## config.mk

```make
export PLATFORM = sky130hd
export DESIGN_NAME = extended_lowpower_timer_with_alarm_unit
export DESIGN_NICKNAME = d
export VERILOG_FILES = /design/src/rtl/elt_pkg.sv /design/src/rtl/elt_conv.sv /design/src/rtl/elt_core.sv /design/src/rtl/elt_time.sv /design/src/rtl/extended_lowpower_timer_with_alarm_unit.sv
export SDC_FILE = /design/constraint.sdc
export NUM_CORES = 2
export LEC_CHECK = 0
export BUFFER_PORTS_ARGS = -buffer_cell sky130_fd_sc_hd__clkbuf_2
export CORE_MARGIN = 8
export CORE_UTILIZATION = 41
export CTS_CLUSTER_DIAMETER = 200
export DETAILED_ROUTE_END_ITERATION = 6
export PLACE_DENSITY_LB_ADDON = 0.2
export SYNTH_ARGS = -nofsm -noshare
export SYNTH_HDL_FRONTEND = slang
export SYNTH_SLANG_ARGS = --single-unit
```

## constraint.sdc

```tcl
create_clock -name clk -period 6.6 [get_ports clk]
set_input_delay 0.66 -clock clk [delete_from_list [all_inputs] [get_ports clk]]
set_output_delay 0.66 -clock clk [all_outputs]
set_load 0.02 [all_outputs]
```

## src/rtl/elt_pkg.sv

```systemverilog
// ---------------------------------------------------------------------------
// elt_pkg: shared types and constants of the extended low-power timer
// Item formats, op codes, counter widths and the fixed-point constants of
// the tick/microsecond conversions.
// ---------------------------------------------------------------------------
package elt_pkg;

  // Counter widths
  localparam int UPPER_BITS = 24;
  localparam int LOW_BITS   = 16;
  localparam int CNT_W      = UPPER_BITS + LOW_BITS;
  localparam int PCNT_W     = 7;
  localparam int SHIFT_W    = 3;
  localparam int LOG_W      = 4;
  localparam int US_IN_W    = 32;
  localparam int TIME_W     = 63;

  // Tick rate is 2^TICK_LOG Hz before the prescaler
  localparam logic [LOG_W-1:0]    TICK_LOG  = 4'd15;
  localparam logic [LOW_BITS-1:0] LOW_MASK  = 16'hffff;
  localparam logic [SHIFT_W-1:0]  SHIFT_RST = 3'd3;

  // Microseconds to ticks: x = (us << k) + half second, ticks = x / 1e6.
  // x / 1e6 = (x >> 6) / 15625, done by a reciprocal multiply that is exact
  // for the 30-bit quotient input.
  localparam int X_W         = 48;
  localparam int Y_W         = 30;
  localparam int PROD_W      = 61;
  localparam int RECIP_SHIFT = 44;
  localparam logic [X_W-1:0]    HALF_S_US = 48'd500000;
  localparam logic [X_W-1:0]    SAT_X     = 48'd65536000000;
  localparam logic [PROD_W-1:0] RECIP_M   = 61'd1125899907;

  // Ticks to microseconds: (count * 1e6) >> k, multiplied in two halves
  localparam int US_W    = 20;
  localparam int LO_W    = CNT_W / 2;
  localparam int HI_W    = CNT_W - LO_W;
  localparam int PP_LO_W = LO_W + US_W;
  localparam int PP_HI_W = HI_W + US_W;
  localparam int SUM_W   = (CNT_W + US_W > TIME_W) ? CNT_W + US_W : TIME_W;
  localparam logic [US_W-1:0] US_PER_S = 20'd1000000;

  typedef enum logic [1:0] {
    OP_TICK  = 2'd0,
    OP_READ  = 2'd1,
    OP_ALARM = 2'd2
  } op_t;

  typedef struct packed {
    op_t                op;
    logic [US_IN_W-1:0] alarm_us;
  } in_item_t;

  typedef struct packed {
    logic [TIME_W-1:0] time_us;
    logic              alarm_fired;
    logic              overflowed;
  } out_item_t;

  // Converted alarm delay, conversion stage to state stage
  typedef struct packed {
    op_t                 op;
    logic [LOW_BITS-1:0] ticks;
  } conv_item_t;

  // State snapshot and tick flags, state stage to time stage
  typedef struct packed {
    op_t              op;
    logic [LOG_W-1:0] rate_log;
    logic             alarm_fired;
    logic             overflowed;
    logic [CNT_W-1:0] count;
  } core_item_t;

endpackage

```

## src/rtl/elt_conv.sv

```systemverilog
// ---------------------------------------------------------------------------
// elt_conv: input register and alarm delay conversion
// Two stages: scale and round the microsecond delay, then divide by one
// million through a reciprocal multiply, saturating at 0xffff ticks.
// ---------------------------------------------------------------------------
module elt_conv
  import elt_pkg::*;
(
  input  logic                 clk,
  input  logic                 rst,
  input  logic [SHIFT_W-1:0]   prescale_shift,
  input  logic                 in_valid,
  output logic                 in_ready,
  input  in_item_t             in_data,
  output logic                 dn_valid,
  input  logic                 dn_ready,
  output conv_item_t           dn_data
);

  logic               s1_valid;
  op_t                s1_op;
  logic [US_IN_W-1:0] s1_us;
  logic               s2_valid;
  op_t                s2_op;
  logic               s2_sat;
  logic [Y_W-1:0]     s2_y;

  logic               s1_go;
  logic               s2_go;
  logic [LOG_W-1:0]   rate_log;
  logic [X_W-1:0]     x;
  logic [PROD_W-1:0]  prod;

  // Stage handshakes: a stage moves when the next one is empty or moving
  assign s2_go    = s2_valid && dn_ready;
  assign s1_go    = s1_valid && (!s2_valid || s2_go);
  assign in_ready = !s1_valid || s1_go;

  // Scale the delay by the tick rate and add half a second for rounding
  always_comb begin
    rate_log = TICK_LOG - {1'b0, prescale_shift};
    x        = (X_W'(s1_us) << rate_log) + HALF_S_US;
  end

  // Divide by one million, saturate
  always_comb begin
    prod          = PROD_W'(s2_y) * RECIP_M;
    dn_valid      = s2_valid;
    dn_data.op    = s2_op;
    dn_data.ticks = s2_sat ? LOW_MASK : prod[RECIP_SHIFT +: LOW_BITS];
  end

  // Hold stage valids
  always_ff @(posedge clk) begin
    if (rst) begin
      s1_valid <= 1'b0;
      s2_valid <= 1'b0;
    end else begin
      if (in_ready) begin
        s1_valid <= in_valid;
      end
      if (s1_go) begin
        s2_valid <= 1'b1;
      end else if (s2_go) begin
        s2_valid <= 1'b0;
      end
    end
  end

  // Advance stage payloads
  always_ff @(posedge clk) begin
    if (in_valid && in_ready) begin
      s1_op <= in_data.op;
      s1_us <= in_data.alarm_us;
    end
    if (s1_go) begin
      s2_op  <= s1_op;
      s2_sat <= (x >= SAT_X);
      s2_y   <= x[6 +: Y_W];
    end
  end

endmodule

```

## src/rtl/elt_core.sv

```systemverilog
// ---------------------------------------------------------------------------
// elt_core: timer state stage
// Holds the prescaler, the 16-bit counter with its overflow extension, the
// one-shot alarm compare and the prescale register; applies one item a cycle while the next stage accepts it.
// ---------------------------------------------------------------------------
module elt_core
  import elt_pkg::*;
(
  input  logic                 clk,
  input  logic                 rst,
  input  logic                 cfg_we,
  input  logic [SHIFT_W-1:0]   cfg_data,
  output logic [SHIFT_W-1:0]   prescale_shift,
  input  logic                 up_valid,
  output logic                 up_ready,
  input  conv_item_t           up_data,
  output logic                 dn_valid,
  input  logic                 dn_ready,
  output core_item_t           dn_data
);

  logic                  s3_valid;
  op_t                   s3_op;
  logic [LOW_BITS-1:0]   s3_ticks;

  logic [PCNT_W-1:0]     prescale_count;
  logic [LOW_BITS-1:0]   low_count;
  logic [UPPER_BITS-1:0] upper_count;
  logic [LOW_BITS-1:0]   compare_value;
  logic                  alarm_armed;

  logic [PCNT_W-1:0]     prescale_count_next;
  logic [LOW_BITS-1:0]   low_count_next;
  logic [UPPER_BITS-1:0] upper_count_next;
  logic [LOW_BITS-1:0]   compare_value_next;
  logic                  alarm_armed_next;

  logic                  s3_go;
  logic [PCNT_W-1:0]     limit;
  logic [LOW_BITS-1:0]   alarm_val;

  assign s3_go    = s3_valid && dn_ready;
  assign up_ready = !s3_valid || s3_go;
  assign dn_valid = s3_valid;

  // Apply the item in the state stage to the timer state
  always_comb begin
    prescale_count_next = prescale_count;
    low_count_next      = low_count;
    upper_count_next    = upper_count;
    compare_value_next  = compare_value;
    alarm_armed_next    = alarm_armed;
    limit               = PCNT_W'((8'd1 << prescale_shift) - 8'd1);
    alarm_val           = low_count + s3_ticks;

    dn_data.op          = s3_op;
    dn_data.rate_log    = TICK_LOG - {1'b0, prescale_shift};
    dn_data.alarm_fired = 1'b0;
    dn_data.overflowed  = 1'b0;
    dn_data.count       = {upper_count, low_count};

    case (s3_op)
      OP_TICK: begin
        if (prescale_count >= limit) begin
          prescale_count_next = '0;
          low_count_next      = low_count + LOW_BITS'(1);
          if (low_count_next == '0) begin
            upper_count_next   = upper_count + UPPER_BITS'(1);
            dn_data.overflowed = 1'b1;
          end
          if (alarm_armed && (low_count_next == compare_value)) begin
            alarm_armed_next    = 1'b0;
            dn_data.alarm_fired = 1'b1;
          end
        end else begin
          prescale_count_next = prescale_count + PCNT_W'(1);
        end
      end
      OP_ALARM: begin
        // an all-ones compare value is replaced by zero before it is stored
        compare_value_next = (alarm_val == LOW_MASK) ? '0 : alarm_val;
        alarm_armed_next   = 1'b1;
      end
      default: begin
      end
    endcase
  end

  // Hold state, advance on a transfer out of the state stage
  always_ff @(posedge clk) begin
    if (rst) begin
      s3_valid       <= 1'b0;
      prescale_shift <= SHIFT_RST;
      prescale_count <= '0;
      low_count      <= '0;
      upper_count    <= '0;
      compare_value  <= '0;
      alarm_armed    <= 1'b0;
    end else begin
      if (up_ready) begin
        s3_valid <= up_valid;
      end
      if (cfg_we) begin
        prescale_shift <= cfg_data;
      end
      if (s3_go) begin
        prescale_count <= prescale_count_next;
        low_count      <= low_count_next;
        upper_count    <= upper_count_next;
        compare_value  <= compare_value_next;
        alarm_armed    <= alarm_armed_next;
      end
    end
  end

  // Capture the incoming item
  always_ff @(posedge clk) begin
    if (up_valid && up_ready) begin
      s3_op    <= up_data.op;
      s3_ticks <= up_data.ticks;
    end
  end

`ifndef SYNTHESIS
  a_alarm_arms: assert property (@(posedge clk) disable iff (rst)
    (s3_go && s3_op == OP_ALARM) |=> alarm_armed)
    else $error("alarm item did not arm the compare");

  a_fire_disarms: assert property (@(posedge clk) disable iff (rst)
    (s3_go && dn_data.alarm_fired) |=> !alarm_armed)
    else $error("alarm fired but stayed armed");

  a_fire_needs_arm: assert property (@(posedge clk) disable iff (rst)
    (s3_go && dn_data.alarm_fired) |-> alarm_armed)
    else $error("alarm fired while not armed");

  a_compare_legal: assert property (@(posedge clk) disable iff (rst)
    alarm_armed |-> (compare_value != LOW_MASK))
    else $error("armed compare value is all ones");

  a_wrap_zero: assert property (@(posedge clk) disable iff (rst)
    (s3_go && dn_data.overflowed) |=> (low_count == '0))
    else $error("overflow flagged without counter wrap");
`endif

endmodule

```

## src/rtl/elt_time.sv

```systemverilog
// ---------------------------------------------------------------------------
// elt_time: tick count to microseconds and result register
// Multiplies the combined count by one million in two halves, then sums,
// shifts by the tick rate and registers the result item.
// ---------------------------------------------------------------------------
module elt_time
  import elt_pkg::*;
(
  input  logic        clk,
  input  logic        rst,
  input  logic        up_valid,
  output logic        up_ready,
  input  core_item_t  up_data,
  output logic        out_valid,
  input  logic        out_ready,
  output out_item_t   out_data
);

  logic               s4_valid;
  core_item_t         s4_data;
  logic               s5_valid;
  logic               s5_read;
  logic               s5_fired;
  logic               s5_ovf;
  logic [LOG_W-1:0]   s5_k;
  logic [PP_LO_W-1:0] s5_pp_lo;
  logic [PP_HI_W-1:0] s5_pp_hi;

  logic               s4_go;
  logic               s5_go;
  logic [SUM_W-1:0]   sum;
  logic [SUM_W-1:0]   shifted;

  assign s5_go    = s5_valid && (!out_valid || out_ready);
  assign s4_go    = s4_valid && (!s5_valid || s5_go);
  assign up_ready = !s4_valid || s4_go;

  // Combine partial products and drop the fractional tick bits
  always_comb begin
    sum     = SUM_W'(s5_pp_lo) + (SUM_W'(s5_pp_hi) << LO_W);
    shifted = sum >> s5_k;
  end

  // Hold valids
  always_ff @(posedge clk) begin
    if (rst) begin
      s4_valid  <= 1'b0;
      s5_valid  <= 1'b0;
      out_valid <= 1'b0;
    end else begin
      if (up_ready) begin
        s4_valid <= up_valid;
      end
      if (s4_go) begin
        s5_valid <= 1'b1;
      end else if (s5_go) begin
        s5_valid <= 1'b0;
      end
      if (s5_go) begin
        out_valid <= 1'b1;
      end else if (out_ready) begin
        out_valid <= 1'b0;
      end
    end
  end

  // Advance payloads
  always_ff @(posedge clk) begin
    if (up_valid && up_ready) begin
      s4_data <= up_data;
    end
    if (s4_go) begin
      s5_read  <= (s4_data.op == OP_READ);
      s5_fired <= s4_data.alarm_fired;
      s5_ovf   <= s4_data.overflowed;
      s5_k     <= s4_data.rate_log;
      s5_pp_lo <= PP_LO_W'(s4_data.count[LO_W-1:0]) * PP_LO_W'(US_PER_S);
      s5_pp_hi <= PP_HI_W'(s4_data.count[CNT_W-1:LO_W]) * PP_HI_W'(US_PER_S);
    end
    if (s5_go) begin
      out_data.time_us     <= s5_read ? shifted[TIME_W-1:0] : '0;
      out_data.alarm_fired <= s5_fired;
      out_data.overflowed  <= s5_ovf;
    end
  end

endmodule

```

## src/rtl/extended_lowpower_timer_with_alarm_unit.sv

```systemverilog
// ---------------------------------------------------------------------------
// extended_lowpower_timer_with_alarm_unit: low-power timer with alarm
// 16-bit prescaled tick counter with overflow extension, microsecond time
// read-out and a one-shot alarm compare.
// ---------------------------------------------------------------------------
//
//   channel  | dir | handshake             | payload
//   ---------+-----+-----------------------+--------------------------------
//   in       | in  | in_valid / in_ready   | in_data  (op, alarm_us)
//   out      | out | out_valid / out_ready | out_data (time_us, flags)
//   cfg      | in  | cfg_we                | cfg_data (prescale_shift)
//
// One item per cycle while the output is not stalled. The path is six
// register stages: input, reciprocal multiply, timer state, count hold,
// split count multiply, result register.
// Synchronous reset empties the pipeline, clears the counters, disarms the
// alarm and sets the prescale shift to 3.
// A stalled output fills the stages from the back; input stays ready while
// any stage is empty.
// ---------------------------------------------------------------------------
module extended_lowpower_timer_with_alarm_unit
  import elt_pkg::*;
(
  input  logic               clk,
  input  logic               rst,
  input  logic               cfg_we,
  input  logic [SHIFT_W-1:0] cfg_data,
  input  logic               in_valid,
  output logic               in_ready,
  input  in_item_t           in_data,
  output logic               out_valid,
  input  logic               out_ready,
  output out_item_t          out_data
);

  logic [SHIFT_W-1:0] prescale_shift;
  logic               conv_valid;
  logic               conv_ready;
  conv_item_t         conv_data;
  logic               core_valid;
  logic               core_ready;
  core_item_t         core_data;

  // Convert alarm delays
  elt_conv u_conv (
    .clk            (clk),
    .rst            (rst),
    .prescale_shift (prescale_shift),
    .in_valid       (in_valid),
    .in_ready       (in_ready),
    .in_data        (in_data),
    .dn_valid       (conv_valid),
    .dn_ready       (conv_ready),
    .dn_data        (conv_data)
  );

  // Apply items to the timer state
  elt_core u_core (
    .clk            (clk),
    .rst            (rst),
    .cfg_we         (cfg_we),
    .cfg_data       (cfg_data),
    .prescale_shift (prescale_shift),
    .up_valid       (conv_valid),
    .up_ready       (conv_ready),
    .up_data        (conv_data),
    .dn_valid       (core_valid),
    .dn_ready       (core_ready),
    .dn_data        (core_data)
  );

  // Convert counts to microseconds and register results
  elt_time u_time (
    .clk       (clk),
    .rst       (rst),
    .up_valid  (core_valid),
    .up_ready  (core_ready),
    .up_data   (core_data),
    .out_valid (out_valid),
    .out_ready (out_ready),
    .out_data  (out_data)
  );

endmodule

```

==> impl_metrics.tcl <==
set metrics [dict create \
    rsz0062_at_grt "yes" \
    grt_overflow 0 \
    yosysWarnings 0 \
    final_nets 5176 \
    antenna_found_initial 0 \
    cp_max_fo 4 \
    seq_area_um2 9180 \
    reg2reg_slack_ns -0.35 \
    synth_flop_cell "edfxtp_1" \
    grt_start_max_net_pins 73 \
    hold_path.class "in2reg" \
    drtAntennaViolNets 0 \
    layout_setup_ws_ns -0.347 \
    fill_cells 8872 \
    clock_skew_ns 0.0392 \
    area_growth_pct 14.7 \
    synth_top_area_cell "fa_1" \
    synth.avg_cell_area_um2 10.5 \
    dpl.hpwl_mm 81.8 \
    drtIter0Drc 1334 \
    die-width_um 326 \
    clock_path_buffers 3 \
    grt_pass1_vias 28717 \
    ys_seq_area_frac 0.233 \
    post_drt_via_cell_ratio 5.14 \
    holdWs_ns 0.262 \
    multi_input_area_um2 28000 \
    reg2reg_from "u_conv.s2_y[13]" \
    finalHoldViolCount 0 \
    setup-violations-final 16 \
    wire_per_inst_um 18.0 \
    cts-buffers-inserted 40 \
    async_flop_share 0 \
    std_cell_rows 113 \
    worstReg2RegEnd "u_core.s3_ticks[15]" \
    netlist_area_um2 39400 \
    port_buffers 98 \
    holdPathStages 1 \
    drive_gt1_frac 0.161 \
    r2r_cells 24 \
    start_util 0.414 \
    netlist.area_leader.share 0.220 \
    end_kind "flip-flop" \
    die_y_um 326 \
    cts_tree "built" \
    startpoint_type "flip-flop" \
    clock-sinks 330 \
    finalNonFillerCells 5380 \
    route.detailed.drc 0 \
    via_count 27661 \
    core_area_um2 95200 \
    hold_start "in_data[16]" \
    relSlewSlack 0.305 \
    preCtsSetupSlack_ns -0.626 \
    syn_inst 3752 \
    clk_pin_slew_ns 0.07 \
    status "finished, violations left" \
    clock.fmax_mhz 144 \
    die_area_um2 106000 \
    track_usage 0.182 \
    routabilityCongestion 0.909 \
    synth_cell_types 100 \
    synthTopCellsByArea "fa_1 (22%), edfxtp_1 (20%), ha_1 (20%)" \
    worstPathRequired_ns 6.92 \
    synth_edf_count 257 \
    worstMarginPinSlew_ns 1.04 \
    final_util 0.475 \
    crit_type "reg2reg" \
    io_pins 109 \
    diodes 0 \
    ys_ff_latch 330 \
    dr.pass1.iters 5 \
    cts_root_buf "clkbuf_16" \
    slew_violations 0 \
    place_inst 5269 \
    cap_violations 0 \
    min_period_ns 6.95 \
    hold_end "u_conv.s1_us[16]" \
    finalCritPeriodShare 1.05 \
    cp.arrival_ns 7.27 \
    worstSkewPairLatency_ns 0.58 \
    grt_pass1_wl_mm 157 \
    routed_wl_mm 96.9 \
    htreeDepth 2 \
    violations "setup timing" \
]
-- flip-flops by register name, indices dropped and copies added, names as in the netlist, 24 cells and up --
signal / count
u_time.s5_pp_lo: 32
u_conv.s1_us: 32
u_time.out_data: 55
u_core.upper_count: 24
u_conv.s2_y: 28
u_time.s5_pp_hi: 34
u_time.s4_data: 47
-- layout by cell type, fill, tap and decap left out, types with 12 or more instances in the layout --
master	n
buf_4	276
nand3b_1	12
fa_2	25
o211ai_1	17
o22ai_1	18
mux2_2	30
mux4_2	26
a21oi_2	15
and2_1	19
nand2_1	191
edfxtp_1	257
nor2_1	177
nor3_1	43
nor2b_1	30
a31oi_1	27
and3_1	26
ha_4	31
o31ai_1	21
nand3_1	69
or2_2	21
o21bai_1	17
a21oi_1	147
mux2i_1	87
nand4_1	28
nand2b_1	31
o21a_1	21
a21o_1	63
fa_1	408
clkbuf_16	41
clkbuf_2	98
xnor2_1	110
o21ai_0	82
dfxtp_1	70
xor2_1	70
inv_2	25
a211oi_1	24
ha_1	581
inv_1	611
-- through the flow --
step	setup TNS [ns]	area, um^2
2_1_floorplan	-0.0567	39600
3_3_place_gp	-5.53	43000
3_5_place_dp	-6.99	43000
4_1_cts	-4.35	44700
5_1_grt	-7.24	45200
6_report	-3.81	45200
-- cell type report --
cell class                 instances  share of cell area
multi-input combinational       2698               0.621
timing repair buffer             379              0.0580
clock buffer                      50              0.0235
clock inverter                    20             0.00634
sequential                       330               0.203
inverter                         638              0.0530
tap                             1265              0.0350
-- worst max path at each step --
| stage | cells past startpoint | slack, ns | to | from |
|---|---|---|---|---|
| after global routing | 25 | -0.56 | u_core.s3_ticks[10] | u_conv.s2_y[5] |
| after global placement | 26 | -0.51 | u_core.s3_ticks[15] | u_conv.s2_y[5] |
| final | 24 | -0.35 | u_core.s3_ticks[15] | u_conv.s2_y[13] |
| after CTS | 24 | -0.38 | u_core.s3_ticks[15] | u_conv.s2_y[5] |
| after detailed placement | 26 | -0.63 | u_core.s3_ticks[15] | u_conv.s2_y[5] |
| after floorplan | 23 | -0.03 | u_core.s3_ticks[9] | u_conv.s2_y[12] |
-- synthesized netlist by cell type (11+ instances only) --
| library cell | n |
|---|---|
| a211oi_1 | 24 |
| a21boi_0 | 13 |
| a21o_1 | 63 |
| a21oi_1 | 163 |
| a22oi_1 | 11 |
| a31oi_1 | 29 |
| and2_1 | 19 |
| and3_1 | 26 |
| buf_1 | 21 |
| buf_4 | 13 |
| clkbuf_1 | 49 |
| dfxtp_1 | 73 |
| edfxtp_1 | 257 |
| fa_1 | 433 |
| ha_1 | 614 |
| inv_1 | 633 |
| mux2_2 | 30 |
| mux2i_1 | 87 |
| mux4_2 | 26 |
| nand2_1 | 193 |
| nand2b_1 | 31 |
| nand3_1 | 70 |
| nand3b_1 | 12 |
| nand4_1 | 28 |
| nor2_1 | 181 |
| nor2b_1 | 31 |
| nor3_1 | 44 |
| nor4_1 | 11 |
| o211ai_1 | 17 |
| o21a_1 | 21 |
| o21ai_0 | 87 |
| o21bai_1 | 17 |
| o22ai_1 | 19 |
| o311ai_0 | 11 |
| o31ai_1 | 21 |
| o41ai_1 | 12 |
| or2_2 | 21 |
| or3_1 | 11 |
| or4_1 | 11 |
| xnor2_1 | 110 |
| xor2_1 | 70 |
-- worst max-delay path: stages (launching register included) --
cell and delay (ns):
edfxtp_1 0.38, buf_4 0.13, inv_2 0.05, fa_2 0.58, inv_2 0.07, fa_2 0.51
inv_1 0.06, fa_2 0.56, inv_1 0.05, fa_1 0.47, fa_2 0.56, fa_2 0.44
fa_2 0.55, ha_4 0.21, ha_4 0.28, nand2_1 0.08, nor2_2 0.13, nand2_1 0.07
a2111o_1 0.33, a2111o_1 0.44, a21oi_4 0.23, a32oi_2 0.16, a21oi_2 0.18, xnor2_1 0.12
nand2b_1 0.07
-- per-layer routing --
layer,vias up,share of wire,global-route usage
met3,127,0.046,0.0293
li1,13598,-,-
met4,0,0.034,0.0590
met2,508,0.45,0.289
met1,13428,0.47,0.253
met5,-,0,0
-- timing repair --
item                                    in CTS  in global routing
gates cloned                                 0                  0
hold buffers                                 0                  0
endpoints found under the setup margin      16                 17
pin swaps                                   58                 79
buffers inserted                            24                 19
gates resized for setup                     39                 66
-- cell families (layout without fill, tap and decap cells) --
family,count (synthesis),count (layout),share of synthesized area
AOI/OAI and AO/OA,597,597,0.101
DFF,330,330,0.233
muxes,147,147,0.0475
buffers and inverters,733,1087,0.0731
xor gates and xnor gates,180,180,0.0400
adders and majority gates,1047,1047,0.415
other,1,10,0.0000952
and+or+nand+nor,717,717,0.0899
Power is left out: the tool's default activity adds up to more than one toggle a clock period on the data nets, which glitch-free logic cannot reach.
